## config.mk

```make
export PLATFORM = sky130hd
export DESIGN_NAME = qti_ram
export DESIGN_NICKNAME = d
export VERILOG_FILES = /design/src/sv/qti_ram.sv
export SDC_FILE = /design/constraint.sdc
export NUM_CORES = 1
export LEC_CHECK = 0
export BUFFER_PORTS_ARGS = -buffer_cell sky130_fd_sc_hd__buf_4
export CAP_MARGIN = 30
export CORE_MARGIN = 5
export CORE_UTILIZATION = 45
export DETAILED_ROUTE_END_ITERATION = 6
export PLACE_DENSITY_LB_ADDON = 0.15
export SLEW_MARGIN = 40
export SYNTH_ARGS = -nofsm -noshare
export SYNTH_HDL_FRONTEND = slang
export SYNTH_SLANG_ARGS = --single-unit
export TNS_END_PERCENT = 10
```

## constraint.sdc

```tcl
create_clock -name clk -period 2.9 [get_ports clk]
set_clock_uncertainty 0.05 [all_clocks]
set_input_delay 0.435 -clock clk [delete_from_list [all_inputs] [get_ports clk]]
set_output_delay 0.435 -clock clk [all_outputs]
set_load 0.01 [all_outputs]
```

## src/sv/qti_ram.sv

```systemverilog
// single port write, single port read synchronous ram with registered read
module qti_ram #(
	parameter int unsigned AW = 5,
	parameter int unsigned DW = 32
) (
	input  logic          clk,
	input  logic          we,
	input  logic [AW-1:0] waddr,
	input  logic [DW-1:0] wdata,
	input  logic [AW-1:0] raddr,
	output logic [DW-1:0] rdata
);
	logic [DW-1:0] mem_q [2**AW];

	always_ff @(posedge clk) begin
		if (we) begin
			mem_q[waddr] <= wdata;
		end
		rdata <= mem_q[raddr];
	end
endmodule

```

; Word-level counts from Yosys, hierarchy flattened
; Memory sizes are Yosys's and may differ from the RTL's. A register that Yosys moved wholly into a read port is not among the register bits.
; Cells that the tools add are included.
[classes]
muxes = 2
[op_table]
columns = cell, n
row1 = 2-to-1 mux 1 bit, 2
[totals]
ramBits = 1024
output_inout_bits = 32
in_bits = 44
reg_bits = 0
mem_count = 1
word_cells = 3
[memory_table]
columns = memory, words, width, read_ports, rd_clocked_by_memory_dff, write_ports, line
row1 = mem_q, 32, 32, 1, 1, 1, 13  ; logic [DW-1:0] mem_q [2**AW];

; Longest topological paths before layout
; Gate-level depths: netlist (run 1).
[depth]
depth_word = 2
depth_mapped = 8
mapped_depth_nobuf = 5

; Least setup slack after synthesis (run 1)
; Ideal clock, no wire load.
[synth_timing]
path_type = input-to-reg
startpoint = input port waddr[1]
endpoint = memory mem_q[12][0], enable pin
t_required_ns = 2.429
path_slack_ns = -0.019
n_path_buf = 1
t_arrival_ns = 2.448
path_stages = 3
setup_time_ns = 0.421
path_cell_list = or3b_2 > clkbuf_1 > nor2_1
[synth_lines]
columns = element, line
row1 = from (decl), 8  ; input logic [AW-1:0] waddr,
row2 = to (decl), 13
; Straight into the memory's write port.

; Final worst setup path (run 1)
[layout_timing]
startpoint = register rdata[12], read port of mem_q
endpoint = output port rdata[12]
[layout_lines]
columns = element, line
row1 = from (decl), 11  ; output logic [DW-1:0] rdata
; No word-level cell between the ends.

==> results.md, run 1 <==
Status
* completed — outcome

STA
* 63.5% — crit share post-route
* false — RSZ-0062 raised after global routing
* 44.1% — max_slew headroom
* 0 — max-slew violations
* 0.838 ns — transition at the pin with the smallest max-transition slack
* 0.130 ns — Worst Hold Slack
* 543 MHz — Fmax achieved
* 1.06 ns — Worst Setup Slack, final
* 0 — hold violation total from the final report
* 0 — final count of negative-setup-slack endpoints
* 0 ns — summed negative setup slack over all endpoints
* 1.84 ns — minimum period implied by the final worst setup slack

Floorplan
* 310 microns — Die Y
* 310 microns — Die Span X
* 76 — top-level port count
* 110 — Std-Cell Rows
* 0.0961 sq mm — Die Outline Area
* 0.0896 sq mm — area of the core
* 45.2% — starting density of the core

Synth
* 0.0405 sq mm — summed instance area of the synthesized netlist
* 25 — Yosys cell types
* sky130_fd_sc_hd__edfxtp_1 — commonest register cell after synthesis
* 2304 — Syn Nets
* 77.5% — portion of the post-synthesis area used by sequential elements
* 2260 — Post-Syn Instances
* 0 — Yosys warnings
* 1056 — FF+latch count, synth
* 1024 — number of synthesized flops with an enable pin
* 0% — share of flip-flops with an asynchronous set or reset after synthesis
* 17.9 sq um — syn avg cell area

Detailed routing
* 0 — post-detailed-route count of antenna-violating nets
* 102 mm — final wirelength
* 21100 — total via count in the routed design
* 1777 — initial DRC count
* 5 — drt pass-1 iters
* 5.68 — number of vias per cell
* 27.5 microns — post-detailed-route wirelength per cell
* 0 — DRC violations left

Worst setup path
* rdata[30] — reg-to-reg critical path endpoint
* buf_4 — cell chain of the critical path
* rdata[12] — crit path from
* 0.52 ns — largest stage delay on the critical path
* mem_q[1][30] — FF-to-FF Start
* 1 — count of buffer and inverter cells on the critical path
* flip-flops — kind of cell with the highest combined delay on the critical path
* 1.29 ns — worst setup slack for register-to-register paths
* 1 — number of cells on the critical path
* 1 — highest net fanout along the worst path
* rdata[12] — end of the critical path
* 2.41 ns — data required time at the worst endpoint
* 5 — Reg2Reg Depth
* sky130_fd_sc_hd__dfxtp_1 — cell type of the slowest stage on the worst timing path
* reg -> out — critical path start-end classification
* 1.36 ns — data arrival time of the critical path
* output pin — critical path endpoint category
* flop — Critical Path Start Type

Finish
* 15.9% — layout cells sized above 1
* 2486 — NumNets Final
* 16.2% — area overhead of the layout relative to synthesis

Power
* 0.0322 W — overall power consumption
* 16.5 nW — Leakage
* 683 mW/mm^2 — PwrDens
* 455 uV — largest voltage drop on the vdd net

Clock network
* 3 — maximum buffer depth of the clock tree
* 0.06 ns — clock transition at the registers of the reported paths
* 0.66 ns — later-pin clock latency in the skew report
* 106 — total CTS buffers
* 1056 — sink count of the clock tree
* yes — CTS tree
* 3 — H-tree Lvls
* 0 — post-cts sizing count
* 0 — Post-CTS Setup Repair Bufs
* 0 — number of buffers inserted by hold repair at cts
* sky130_fd_sc_hd__clkbuf_16 — cell at the root of the clock tree

Placed design
* 75 — IO buf count
* 0.500 ns — setup slack after placement
* 55.9 mm — detailed placer's ending HPWL
* 0.771 — placer's final routability congestion estimate

Global routing
* 147 mm — global-route wire length before repair
* 67 — largest net degree at the start of global routing
* 21.2% — total global routing track utilization
* 21000 — number of global-route vias before repair
* 0 — leftover overflow at the end of global routing
* 2 — initial antenna violation count

Min path
* in -> reg — Hold/Removal Path Class

Run
* 0 — Max Cap Violations

-- logic make-up after synthesis --
family / synth area share, %
AOI/OAI and AO/OA: 4.85
buffers and inverters: 1.86
DFF: 77.5
muxes: 12.7
and+or+nand+nor: 3.10
-- sequential cells by signal (all words and copies together) (netlist names) --
name,flops
mem_q,1024
rdata,32
-- layout by cell type (no fill, tap or decap) --
master	netlist	layout
sky130_fd_sc_hd__or2_2	1	1
sky130_fd_sc_hd__nand2_1	98	97
sky130_fd_sc_hd__clkbuf_1	46	25
sky130_fd_sc_hd__nand2_2	0	1
sky130_fd_sc_hd__nor3_1	32	32
sky130_fd_sc_hd__clkbuf_16	0	107
sky130_fd_sc_hd__clkinvlp_4	0	1
sky130_fd_sc_hd__buf_12	0	50
sky130_fd_sc_hd__clkbuf_8	0	12
sky130_fd_sc_hd__mux2i_1	512	512
sky130_fd_sc_hd__dfxtp_1	32	32
sky130_fd_sc_hd__nor2_4	0	33
sky130_fd_sc_hd__edfxtp_1	1024	1024
sky130_fd_sc_hd__buf_4	33	150
sky130_fd_sc_hd__clkinv_1	0	15
sky130_fd_sc_hd__or3b_2	3	3
sky130_fd_sc_hd__a22o_1	64	64
sky130_fd_sc_hd__buf_8	0	1
sky130_fd_sc_hd__diode_2	0	1
sky130_fd_sc_hd__nor2b_4	0	1
sky130_fd_sc_hd__inv_6	0	4
sky130_fd_sc_hd__clkinv_2	0	25
sky130_fd_sc_hd__bufinv_16	0	8
sky130_fd_sc_hd__nand2b_2	0	2
sky130_fd_sc_hd__nand3_1	98	98
sky130_fd_sc_hd__or3_1	1	1
sky130_fd_sc_hd__and2b_4	0	1
sky130_fd_sc_hd__and2_4	0	1
sky130_fd_sc_hd__a31oi_1	32	32
sky130_fd_sc_hd__a22oi_1	96	96
sky130_fd_sc_hd__inv_8	0	1
sky130_fd_sc_hd__a21oi_1	96	96
sky130_fd_sc_hd__clkinv_8	0	2
sky130_fd_sc_hd__nor2_1	34	1
sky130_fd_sc_hd__nand3b_1	5	5
-- through the flow --
stage	util, %	instances	instance area, sq um
6_report	52.5	3711	47100
5_1_grt	52.5	3710	47100
4_1_cts	52.5	3710	47100
3_5_place_dp	48.7	3510	43600
3_3_place_gp	48.7	3510	43600
2_1_floorplan	-	2260	40500
-- how the worst min path moves through the flow --
stage / startpoint / end / depth (start not counted)
after CTS: wdata[14] / mem_q[4][14] / 1
after global placement: mem_q[17][8] / rdata[8] / 4
after floorplan: wdata[0] / mem_q[0][0] / 0
after detailed placement: mem_q[27][31] / rdata[31] / 4
final: wdata[7] / mem_q[4][7] / 1
after global routing: wdata[7] / mem_q[4][7] / 1
-- synthesized netlist by cell type, drive strengths merged, types with 3 or more instances --
master | number | area, sq um
nand2 | 98 | 368
dfxtp | 32 | 641
a31oi | 32 | 200
nand3 | 98 | 490
buf | 79 | 566
edfxtp | 1024 | 30700
or3b | 3 | 26.3
nor2 | 34 | 128
nor3 | 32 | 160
a22oi | 96 | 721
a22o | 64 | 561
nand3b | 5 | 37.5
clkbuf | 48 | 188
mux2i | 512 | 5120
a21oi | 96 | 480
-- layer usage --
metal	part of all wire, %	global-route usage, %
met1	43	29.1
met2	50	35.7
met3	4.9	3.40
met4	2.4	5.76
met5	0.013	0
-- power breakdown --
part,leakage (nW),switching [W],internal [W]
combinational,5.27,0.00110,0.000630
sequential,9.49,0.0000886,0.0170
clock,1.71,0.00556,0.00781
-- cell type report --
type                    count  area, sq um
diodes                      1         2.50
clock buffers             144         2940
clock inverters            56          508
fillers                  7087        42500
multi-input cells        1077         8610
flip-flops and latches   1056        31400
well taps                1176         1470
repair buffers            201         2140
Power figures use the tool's default switching activity.
==> run 2: changes to the inputs <==
Clock period 2.9 ns to 1.6 ns, I/O delays scaled along.
==> run 2 against run 1 <==
Net effect: die area unchanged; sequential share of layout area down 3.3 points; register-to-register slack worse by 1.2 ns; clock-buffer cell count down 5; largest power group unchanged.
==> results.md, run 2 (synthesized netlist as in run 1, its figures left out) <==
Finish
* mem_q — Reg with most FFs
* 0.0495 sq mm — Finished Cell Area
* 1024 — Largest register FFs
* mem_q: 1024 flops, rdata: 32 flops — top flop regs
* 20.7% — layout cells sized above 1
* sky130_fd_sc_hd__edfxtp_1 — most frequent standard cell in the layout excluding fill and tap cells
* 1024 x sky130_fd_sc_hd__edfxtp_1, 512 x sky130_fd_sc_hd__mux2i_1, 248 x sky130_fd_sc_hd__buf_4 — highest-count cells in the layout ignoring fill and taps
* 22.2% — area overhead of the layout relative to synthesis
* 2668 — NumNets Final

Worst setup path
* flip-flops — kind of cell with the highest combined delay on the critical path
* 1 — highest net fanout along the worst path
* flop — Critical Path Start Type
* sky130_fd_sc_hd__dfxtp_1 — cell type of the slowest stage on the worst timing path
* 0.43 ns — largest stage delay on the critical path
* reg -> out — critical path start-end classification
* output pin — critical path endpoint category
* buf_4 — cell chain of the critical path
* 1 — count of buffer and inverter cells on the critical path
* 1.26 ns — data arrival time of the critical path
* 1.31 ns — data required time at the worst endpoint

STA
* 0.126 ns — Worst Hold Slack
* 71.6% — max_slew headroom
* 0 — max-slew violations
* 0 — hold violation total from the final report
* false — RSZ-0062 raised after global routing
* 0.0494 ns — Worst Setup Slack, final
* 96.9% — crit share post-route
* 645 MHz — Fmax achieved
* 0.423 ns — transition at the pin with the smallest max-transition slack
* 1.55 ns — minimum period implied by the final worst setup slack
* 0 — final count of negative-setup-slack endpoints

Detailed routing
* 5 — drt pass-1 iters
* 21500 — total via count in the routed design
* 26.2 microns — post-detailed-route wirelength per cell
* 5.52 — number of vias per cell
* 1771 — initial DRC count
* 0 — DRC violations left
* 0 — post-detailed-route count of antenna-violating nets
* 102 mm — final wirelength

Floorplan
* 310 microns — Die Span X
* 0.0961 sq mm — Die Outline Area
* 45.2% — starting density of the core
* 0.0896 sq mm — area of the core
* 76 — top-level port count
* 310 microns — Die Y
* 110 — Std-Cell Rows

Power
* 0.0607 W — overall power consumption
* 1230 mW/mm^2 — PwrDens
* 782 uV — largest voltage drop on the vdd net
* 17.7 nW — Leakage

Clock network
* 0.06 ns — clock transition at the registers of the reported paths
* 0.66 ns — later-pin clock latency in the skew report
* yes — CTS tree
* 1056 — sink count of the clock tree
* 3 — H-tree Lvls
* 0 — Post-CTS Setup Repair Bufs
* sky130_fd_sc_hd__clkbuf_16 — cell at the root of the clock tree
* 3 — maximum buffer depth of the clock tree
* 106 — total CTS buffers

Placed design
* -0.482 ns — setup slack after placement
* 65.5 mm — detailed placer's ending HPWL
* 0.0454 sq mm — area of placed instances
* 0.799 — placer's final routability congestion estimate
* 75 — IO buf count

Status
* completed — outcome

Global routing
* 0 — leftover overflow at the end of global routing
* 149 mm — global-route wire length before repair
* 22400 — number of global-route vias before repair
* 21.3% — total global routing track utilization
* 3 — initial antenna violation count
* 39 — largest net degree at the start of global routing

Min path
* in -> reg — Hold/Removal Path Class

Run
* 0 — Max Cap Violations

[run 2: repair_timing]
| item | CTS | global route |
|---|---|---|
| hold buffers | 32 | 0 |
| hold endpoints to repair | 1024 | 0 |
| resized for setup | 3 | 0 |
| setup endpoints to repair | 3 | 0 |
[run 2: worst min-delay path: cells and delay by family]
kind / cells / cell delay [ns]
buffers and inverters: 2 / 0.26
AND/OR/NAND/NOR: 3 / 0.19
AO/OA/AOI/OAI: 1 / 0.12
[run 2: layer usage]
layer,vias to the layer above,share of wire [%],track usage [%]
met4,2,2.5,6.30
met5,-,0.013,0
met1,11100,43,28.9
li1,9717,-,-
met2,556,50,36.3
met3,131,5.1,2.83
[run 2: worst paths after layout]
kind,cells after the start,slack (ns),endpoint,start
hold reg to reg,4,0.53,rdata[30],mem_q[16][30]
setup reg to reg,5,0.11,rdata[6],mem_q[3][6]
setup / recovery,1,0.05,rdata[11],rdata[11]
hold / removal,6,0.13,rdata[15],raddr[2]
[run 2: power by group]
group	switching (W)	total [W]	leakage, nW	internal (W)
clock network	0.0102	0.0263	1.84	0.0161
registers	0.000166	0.0309	9.50	0.0308
logic	0.00205	0.00353	6.34	0.00148
total	0.0124	0.0607	17.7	0.0483
[run 2: final cells by class]
| type | count | area (sq um) |
|---|---|---|
| clock inverters | 60 | 838 |
| repair buffers | 383 | 4240 |
| multi-input cells | 1077 | 8620 |
| clock buffers | 139 | 2920 |
| fillers | 6913 | 40100 |
| diodes | 2 | 5.00 |
| flip-flops and latches | 1056 | 31400 |
| well taps | 1176 | 1470 |
[run 2: metrics by stage]
step	std cells	setup TNS, ns	util (%)
after floorplan	2260	-317.97	-
after global placement	3660	-103.72	50.7
after detailed placement	3660	-117.31	50.7
after CTS	3891	0	55.2
after global routing	3891	0	55.2
final	3893	0	55.2
