### config.mk
export PLATFORM = sky130hd
export DESIGN_NAME = qti_divider
export DESIGN_NICKNAME = d
export VERILOG_FILES = /design/src/sv/qti_pkg.sv /design/src/sv/qti_divider.sv
export SDC_FILE = /design/constraint.sdc
export NUM_CORES = 1
export LEC_CHECK = 0
export ABC_CLOCK_PERIOD_IN_PS = 7310
export BUFFER_PORTS_ARGS = -buffer_cell sky130_fd_sc_hd__buf_2
export CAP_MARGIN = 40
export CORE_MARGIN = 5
export CORE_UTILIZATION = 47
export DETAILED_ROUTE_END_ITERATION = 8
export PLACE_DENSITY = 0.8
export REMOVE_ABC_BUFFERS = 1
export SLEW_MARGIN = 20
export SYNTH_ARGS = -nofsm -noshare
export SYNTH_HDL_FRONTEND = slang
export SYNTH_SLANG_ARGS = --single-unit
### constraint.sdc
create_clock -name clk -period 7.31 [get_ports clk]
set_input_delay 0.3655 -clock clk [delete_from_list [all_inputs] [get_ports clk]]
set_output_delay 0.3655 -clock clk [all_outputs]
set_load 0.005 [all_outputs]
### src/sv/qti_pkg.sv
// shared constants and types of the quadrilinear table interpolator
package qti_pkg;

	localparam int unsigned POINTS = 8;
	localparam int unsigned IDX_W = $clog2(POINTS);
	localparam int unsigned AXES = 4;
	localparam int unsigned GRID_AW = IDX_W + 2;
	localparam int unsigned TBL_AW = 4 * IDX_W;
	localparam int unsigned VAL_W = 32;
	localparam int unsigned WT_W = 17;
	localparam int unsigned CNT_W = 4;
	localparam logic [WT_W-1:0] ONE_WEIGHT = WT_W'(65536);
	localparam logic [CNT_W-1:0] MIN_POINTS = CNT_W'(2);
	localparam logic [CNT_W-1:0] MAX_POINTS = CNT_W'(POINTS);

	typedef enum logic [1:0] {
		OP_GRID  = 2'd0,
		OP_TABLE = 2'd1,
		OP_QUERY = 2'd2,
		OP_NONE  = 2'd3
	} op_t;

	typedef struct packed {
		logic        start;
		logic [31:0] num;
		logic [31:0] step;
	} div_req_t;

	typedef struct packed {
		logic        done;
		logic [15:0] quo;
	} div_rsp_t;

endpackage

### src/sv/qti_divider.sv
// restoring divider for the cell weight, one quotient bit per cycle
module qti_divider (
	input  logic              clk,
	input  logic              arst_n,
	input  qti_pkg::div_req_t req,
	output qti_pkg::div_rsp_t rsp
);
	logic [32:0] rem_q;
	logic [31:0] step_q;
	logic [15:0] quo_q;
	logic [4:0]  cnt_q;
	logic        busy_q;
	logic        done_q;
	logic [32:0] r2;
	logic        ge;

	assign r2 = {rem_q[31:0], 1'b0};
	assign ge = r2 >= {1'b0, step_q};

	always_ff @(posedge clk or negedge arst_n) begin
		if (!arst_n) begin
			busy_q <= 1'b0;
			done_q <= 1'b0;
			cnt_q <= '0;
		end else begin
			done_q <= 1'b0;
			if (req.start) begin
				busy_q <= 1'b1;
				cnt_q <= '0;
			end else if (busy_q) begin
				cnt_q <= cnt_q + 5'd1;
				if (cnt_q == 5'd15) begin
					busy_q <= 1'b0;
					done_q <= 1'b1;
				end
			end
		end
	end

	always_ff @(posedge clk) begin
		if (req.start) begin
			rem_q <= {1'b0, req.num};
			step_q <= req.step;
			quo_q <= '0;
		end else if (busy_q) begin
			rem_q <= ge ? (r2 - {1'b0, step_q}) : r2;
			quo_q <= {quo_q[14:0], ge};
		end
	end

	assign rsp.done = done_q;
	assign rsp.quo = quo_q;
endmodule

* Word level (Yosys, flattened, before mapping) *
Index checks and enable logic that the tools add are counted.

storage, ports and cells
  output and inout bits = 17
  flip-flop bits (word level) = 87
  bits of input ports = 67

cells by class
  equal/unequal tests = 1
  $add $sub $neg = 2
  muxes and demuxes = 11
  reductions and logical operators = 1
  order comparisons = 1

operators with widths
  cell                                                 count
  two-way mux 32 bit                                   3
  greater-or-equal comparator 33 x 32 -> 1 bit         1
  subtractor 32 bit                                    1
  two-way mux 5 bit                                    2
  two-way mux 1 bit                                    6
  adder 5 x 1 -> 5 bit, second input constant          1
  equality test 5 x 4 -> 1 bit, second input constant  1
  nonzero test 2 bit                                   1

* Depth between registers and ports, before layout *
  word-level depth = 4
  mapped depth = 13
  mapped depth without buffers = 11

* Worst setup path after synthesis *
Ideal clock, no wire load.

  path type = reg2reg
  start point = register rem_q[7]
  end point = register rem_q[26] (data pin)
  data required time = 7.049 ns
  stages on the path, launching flop included = 12
  setup slack = 4.566 ns
  arrival = 2.483 ns
  buffers on the path = 2
  library setup time = 0.261 ns
  path through = edfxtp_1 -> ha_1 -> buf_6 -> a21o_1 -> o21bai_1 -> a311oi_2 -> o211ai_2 -> o22ai_4 -> o41a_4 -> buf_6 -> nor2_1 -> a221o_1

on the way
  cells in the longest elaborated chain, start to end = 4
  elaborated cells between the ends (all ways) = 5
  classes of those cells = add/sub (1); order compare (1); mux (3)

ends and longest elaborated chain
  element                                                                            RTL line                              source
  start, declared                                                                    qti_divider.sv:8                      logic [32:0] rem_q;
  start signal, assigned                                                             qti_divider.sv:42                     rem_q <= {1'b0, req.num};
  start signal, assigned                                                             qti_divider.sv:46                     rem_q <= ge ? (r2 - {1'b0, step_q}) : r2;
  subtractor 32 bit or greater-or-equal comparator 33 x 32 -> 1 bit (tied branches)  qti_divider.sv:46, qti_divider.sv:18
  two-way mux 32 bit *                                                               qti_divider.sv:46
  two-way mux 32 bit *                                                               qti_divider.sv:45                     end else if (busy_q) begin
  two-way mux 32 bit *                                                               qti_divider.sv:41                     if (req.start) begin

Every way passes the cells marked *; elsewhere a longest branch is shown, timed or not. The select of a mux whose other input is x is not followed.
A chain may end at the register's enable or synchronous reset.

* Worst setup path in the final report *
  start point = register rem_q[6]
  end point = register rem_q[1] (data pin)

on the way
  cells in the longest elaborated chain, start to end = 4

ends and longest elaborated chain
  element                                       RTL line           source
  greater-or-equal comparator 33 x 32 -> 1 bit  qti_divider.sv:18  assign ge = r2 >= {1'b0, step_q};
  two-way mux 32 bit                            qti_divider.sv:46
  two-way mux 32 bit                            qti_divider.sv:45
  two-way mux 32 bit                            qti_divider.sv:41

Every way passes these cells. The select of a mux whose other input is x is not followed.

==> insert_results.sql <==
INSERT INTO impl_metrics (metric_group, metric, value, unit) VALUES
('outcome', 'status', 'finished, final reports clean', ''),
('floorplan', 'start_util', '0.475', ''),
('pwr', 'power_density', '395', 'nW/um^2'),
('worst_setup_path', 'worst_setup_path_start_kind', 'flop', ''),
('hold_path', 'hold_path.class', 'primary input to flop', ''),
('yosys', 'edff_count_synth', '64', ''),
('final_layout', 'stdcell_count', '750', ''),
('routing', 'drt_pass_1_iters', '5', ''),
('clock_network', 'tritoncts', 'done', ''),
('global_route', 'number_of_antenna_violations_at_the_first_check_in_global_routing', '0', ''),
('clock_network', 'tritoncts.num_buffers', '9', ''),
('clock_network', 'cts.reportedPaths.clkPinSlew', '0.07', 'ns'),
('global_route', 'track_usage', '0.180', ''),
('worst_setup_path', 'cp_max_fo', '19', ''),
('floorplan', 'dieArea', '13600', 'sq um'),
('global_route', 'grt.overflow.total', '0', ''),
('final_layout', 'design_area', '6160', 'sq um'),
('place', 'port-buffer-count', '83', ''),
('floorplan', 'floorplan.die.width', '117', 'um'),
('routing', 'drtIter0Drc', '277', ''),
('final_layout', 'synthToLayoutAreaGrowth', '15.3', '%'),
('place', 'routabilityCongestion', '0.876', ''),
('clock_network', 'post_cts.resized_instances', '0', ''),
('final_layout', 'num-fill-cells', '955', ''),
('worst_setup_path', 'required', '7.41', 'ns'),
('yosys', 'postSynthRegisterBits', '87', ''),
('pwr', 'vdd.ir_drop.worst', '0.000187', 'V'),
('final_layout', 'layout.nets', '704', ''),
('global_route', 'groute.layer.met1.usage', '0.232', ''),
('clock_network', 'worst_skew_pair.late_latency', '0.35', 'ns'),
('yosys', 'netlist-cell-type-count', '64', ''),
('worst_setup_path', 'timing.critical_path.to_type', 'flop', ''),
('sta', 'rsz0062_at_grt', 'no', ''),
('clock_network', 'htree_num_levels', '3', ''),
('yosys', 'ys.warnings.count', '0', ''),
('yosys', 'netlist.area_leader.share', '0.359', ''),
('floorplan', 'die_y', '117', 'um'),
('clock_network', 'clock_sinks', '87', ''),
('worst_setup_path', 'cp.arrival', '3.30', 'ns'),
('sta', 'worst-slew-pin-transition', '0.666', 'ns'),
('global_route', 'groute.layer.met3.usage', '0.0404', ''),
('final_layout', 'multi_input_comb_area', '2630', 'sq um'),
('pwr', 'leakage', '2.84', 'nW'),
('sta', 'fin_worst_skew', '0.00752', 'ns'),
('sta', 'achievable-frequency', '0.312', 'GHz'),
('clock_network', 'clk_tree_root_cell', 'sky130_fd_sc_hd__clkbuf_16', ''),
('routing', 'drc_violation_count_after_routing', '0', ''),
('yosys', 'syn_inst', '526', ''),
('clock_network', 'clk_path_buf_depth', '2', ''),
('floorplan', 'design.portCount', '84', ''),
('routing', 'via_per_inst', '5.52', ''),
('final_layout', 'drive_gt1_frac', '0.219', ''),
('final_layout', 'sequential_cell_area', '2420', 'sq um'),
('yosys', 'synth-async-reset-ratio', '0.0805', ''),
('routing', 'route.detailed.wl_per_inst', '15.6', 'um'),
('routing', 'finalWirelength', '11700', 'um'),
('worst_setup_path', 'criticalPathCategory', 'flop to flop', ''),
('sta', 'timing.final.setup_violations', '0', ''),
('final_layout', 'num_antenna_cells', '0', ''),
('place', 'detailed_place_hpwl', '8330', 'um'),
('sta', 'timing.final.hold_violations', '0', ''),
('place', 'place_inst', '732', ''),
('yosys', 'yosysSeqAreaShare', '0.452', ''),
('sta', 'slew_violations', '0', ''),
('sta', 'slew-limit-headroom', '0.556', ''),
('pwr', 'power_consumption', '2.43', 'mW'),
('yosys', 'most_used_flip_flop_cell_after_synthesis', 'sky130_fd_sc_hd__edfxtp_1', ''),
('global_route', 'global_route.usage.met2', '0.294', ''),
('routing', 'final_antenna_net_count', '0', ''),
('floorplan', 'fp-row-count', '39', ''),
('floorplan', 'core_area', '11300', 'sq um');
==> final timing paths <==
| check | slack [ns] | to | cells past startpoint | from |
|---|---|---|---|---|
| max in group asynchronous | 6.80 | cnt_q[0]$_DFFE_PN0P_ | 2 | arst_n |
| max reg2reg | 4.11 | rem_q[1]$_DFFE_PP_ | 9 | rem_q[6]$_DFFE_PP_ |
| min | 0.18 | step_q[13]$_DFFE_PP_ | 1 | req[13] |
| min in group asynchronous | 0.37 | cnt_q[4]$_DFFE_PN0P_ | 2 | arst_n |
| min reg2reg | 0.52 | quo_q[6]$_SDFFE_PP0P_ | 2 | quo_q[6]$_SDFFE_PP0P_ |
| max | 4.11 | rem_q[1]$_DFFE_PP_ | 9 | rem_q[6]$_DFFE_PP_ |
==> worst max-delay path, stage by stage, from the launching register on <==
cell and delay [ns]:
sky130_fd_sc_hd__edfxtp_1 0.44, sky130_fd_sc_hd__ha_1 0.44, sky130_fd_sc_hd__and3_2 0.22, sky130_fd_sc_hd__nand3_1 0.14, sky130_fd_sc_hd__o211ai_2 0.32, sky130_fd_sc_hd__o22ai_4 0.14
sky130_fd_sc_hd__o41ai_4 0.50, sky130_fd_sc_hd__buf_4 0.36, sky130_fd_sc_hd__a21oi_1 0.11, sky130_fd_sc_hd__mux2_2 0.26
==> layout by cell type, fill, tap and decap left out, types with 4 or more instances in the layout <==
cell / instances
sky130_fd_sc_hd__buf_2: 82
sky130_fd_sc_hd__edfxtp_1: 64
sky130_fd_sc_hd__a21oi_1: 52
sky130_fd_sc_hd__inv_1: 45
sky130_fd_sc_hd__nor2_1: 44
sky130_fd_sc_hd__nand2_1: 40
sky130_fd_sc_hd__ha_1: 34
sky130_fd_sc_hd__mux2i_1: 19
sky130_fd_sc_hd__xnor2_1: 18
sky130_fd_sc_hd__dfxtp_1: 16
sky130_fd_sc_hd__a21o_1: 15
sky130_fd_sc_hd__a211oi_1: 15
sky130_fd_sc_hd__nor2b_1: 13
sky130_fd_sc_hd__o21ai_0: 10
sky130_fd_sc_hd__o21ai_1: 9
sky130_fd_sc_hd__clkbuf_16: 9
sky130_fd_sc_hd__nor3_1: 8
sky130_fd_sc_hd__xor2_1: 8
sky130_fd_sc_hd__dfrtp_1: 7
sky130_fd_sc_hd__o21bai_1: 6
sky130_fd_sc_hd__a31oi_1: 6
sky130_fd_sc_hd__nand2b_1: 6
sky130_fd_sc_hd__nand3_1: 5
sky130_fd_sc_hd__nor3b_1: 5
sky130_fd_sc_hd__mux2_2: 4
==> metrics by stage <==
step	hold WS [ns]	setup slack [ns]
after floorplan	0.0699	4.39
after global placement	0.196	4.22
after detailed placement	0.201	4.14
after CTS	0.176	4.12
after global routing	0.172	3.91
final	0.183	4.11
==> repair_timing <==
item	CTS	global route
buffers inserted	0	0
hold endpoints to repair	7	0
hold buffers	1	0
==> per-layer routing <==
layer / share of wire / routed length, um
met5: 0 / 0
met2: 0.47 / 5540
met4: 0.023 / 268
met1: 0.45 / 5320
met3: 0.050 / 580
==> logic make-up after synthesis <==
kind of cell             count (synthesis)  synth area share
AO/OA/AOI/OAI                          146             0.195
XOR/XNOR                                26            0.0426
adder cells (fa/ha/maj)                 35            0.0833
buffers and inverters                   68            0.0557
flip-flops                              87             0.452
multiplexers                            23            0.0440
AND/OR/NAND/NOR                        141             0.128
==> sequential cells by signal (all words and copies together) (netlist names) <==
name and count:
busy_q 1, step_q 32, cnt_q 5, done_q 1, rem_q 32, quo_q 16
==> layout make-up <==
cell class                      instances  share of cell area
Clock buffer                            9              0.0365
Clock inverter                          7              0.0101
Inverter                               45              0.0274
Multi-Input combinational cell        371               0.427
Sequential cell                        87               0.392
Tap cell                              143              0.0290
Timing Repair Buffer                   88              0.0775
==> Yosys cell counts (2+ instances only) <==
cell	number
sky130_fd_sc_hd__nor3_1	8
sky130_fd_sc_hd__o21bai_1	6
sky130_fd_sc_hd__nor3b_1	5
sky130_fd_sc_hd__nor4_1	2
sky130_fd_sc_hd__clkbuf_1	10
sky130_fd_sc_hd__a21oi_2	3
sky130_fd_sc_hd__mux2i_1	19
sky130_fd_sc_hd__buf_4	3
sky130_fd_sc_hd__and3_1	3
sky130_fd_sc_hd__buf_1	5
sky130_fd_sc_hd__nor2_1	44
sky130_fd_sc_hd__a21o_1	15
sky130_fd_sc_hd__nand2b_1	6
sky130_fd_sc_hd__nand3_1	5
sky130_fd_sc_hd__o221ai_2	2
sky130_fd_sc_hd__xor2_1	8
sky130_fd_sc_hd__nand2_1	40
sky130_fd_sc_hd__o21ai_0	10
sky130_fd_sc_hd__a211oi_1	15
sky130_fd_sc_hd__xnor2_1	18
sky130_fd_sc_hd__a221o_1	2
sky130_fd_sc_hd__inv_1	45
sky130_fd_sc_hd__a31oi_1	6
sky130_fd_sc_hd__a211oi_2	2
sky130_fd_sc_hd__buf_6	4
sky130_fd_sc_hd__ha_1	34
sky130_fd_sc_hd__o21ai_1	9
sky130_fd_sc_hd__and3_2	2
sky130_fd_sc_hd__nand4_1	2
sky130_fd_sc_hd__o31ai_1	3
sky130_fd_sc_hd__a21oi_1	52
sky130_fd_sc_hd__or2_2	3
sky130_fd_sc_hd__o21a_1	3
sky130_fd_sc_hd__dfxtp_1	16
sky130_fd_sc_hd__edfxtp_1	64
sky130_fd_sc_hd__mux2_2	4
sky130_fd_sc_hd__dfrtp_1	7
sky130_fd_sc_hd__o311a_1	2
sky130_fd_sc_hd__o211ai_2	2
sky130_fd_sc_hd__nor2b_1	13
==> report_power, final <==
group,total (mW),switching [mW],internal (mW),leakage [nW]
clock network,0.453,0.214,0.239,0.145
registers,0.738,0.0644,0.673,0.870
logic,1.24,0.714,0.528,1.82
total,2.43,0.992,1.44,2.84
No activity file was read; power rests on OpenSTA's default activity.
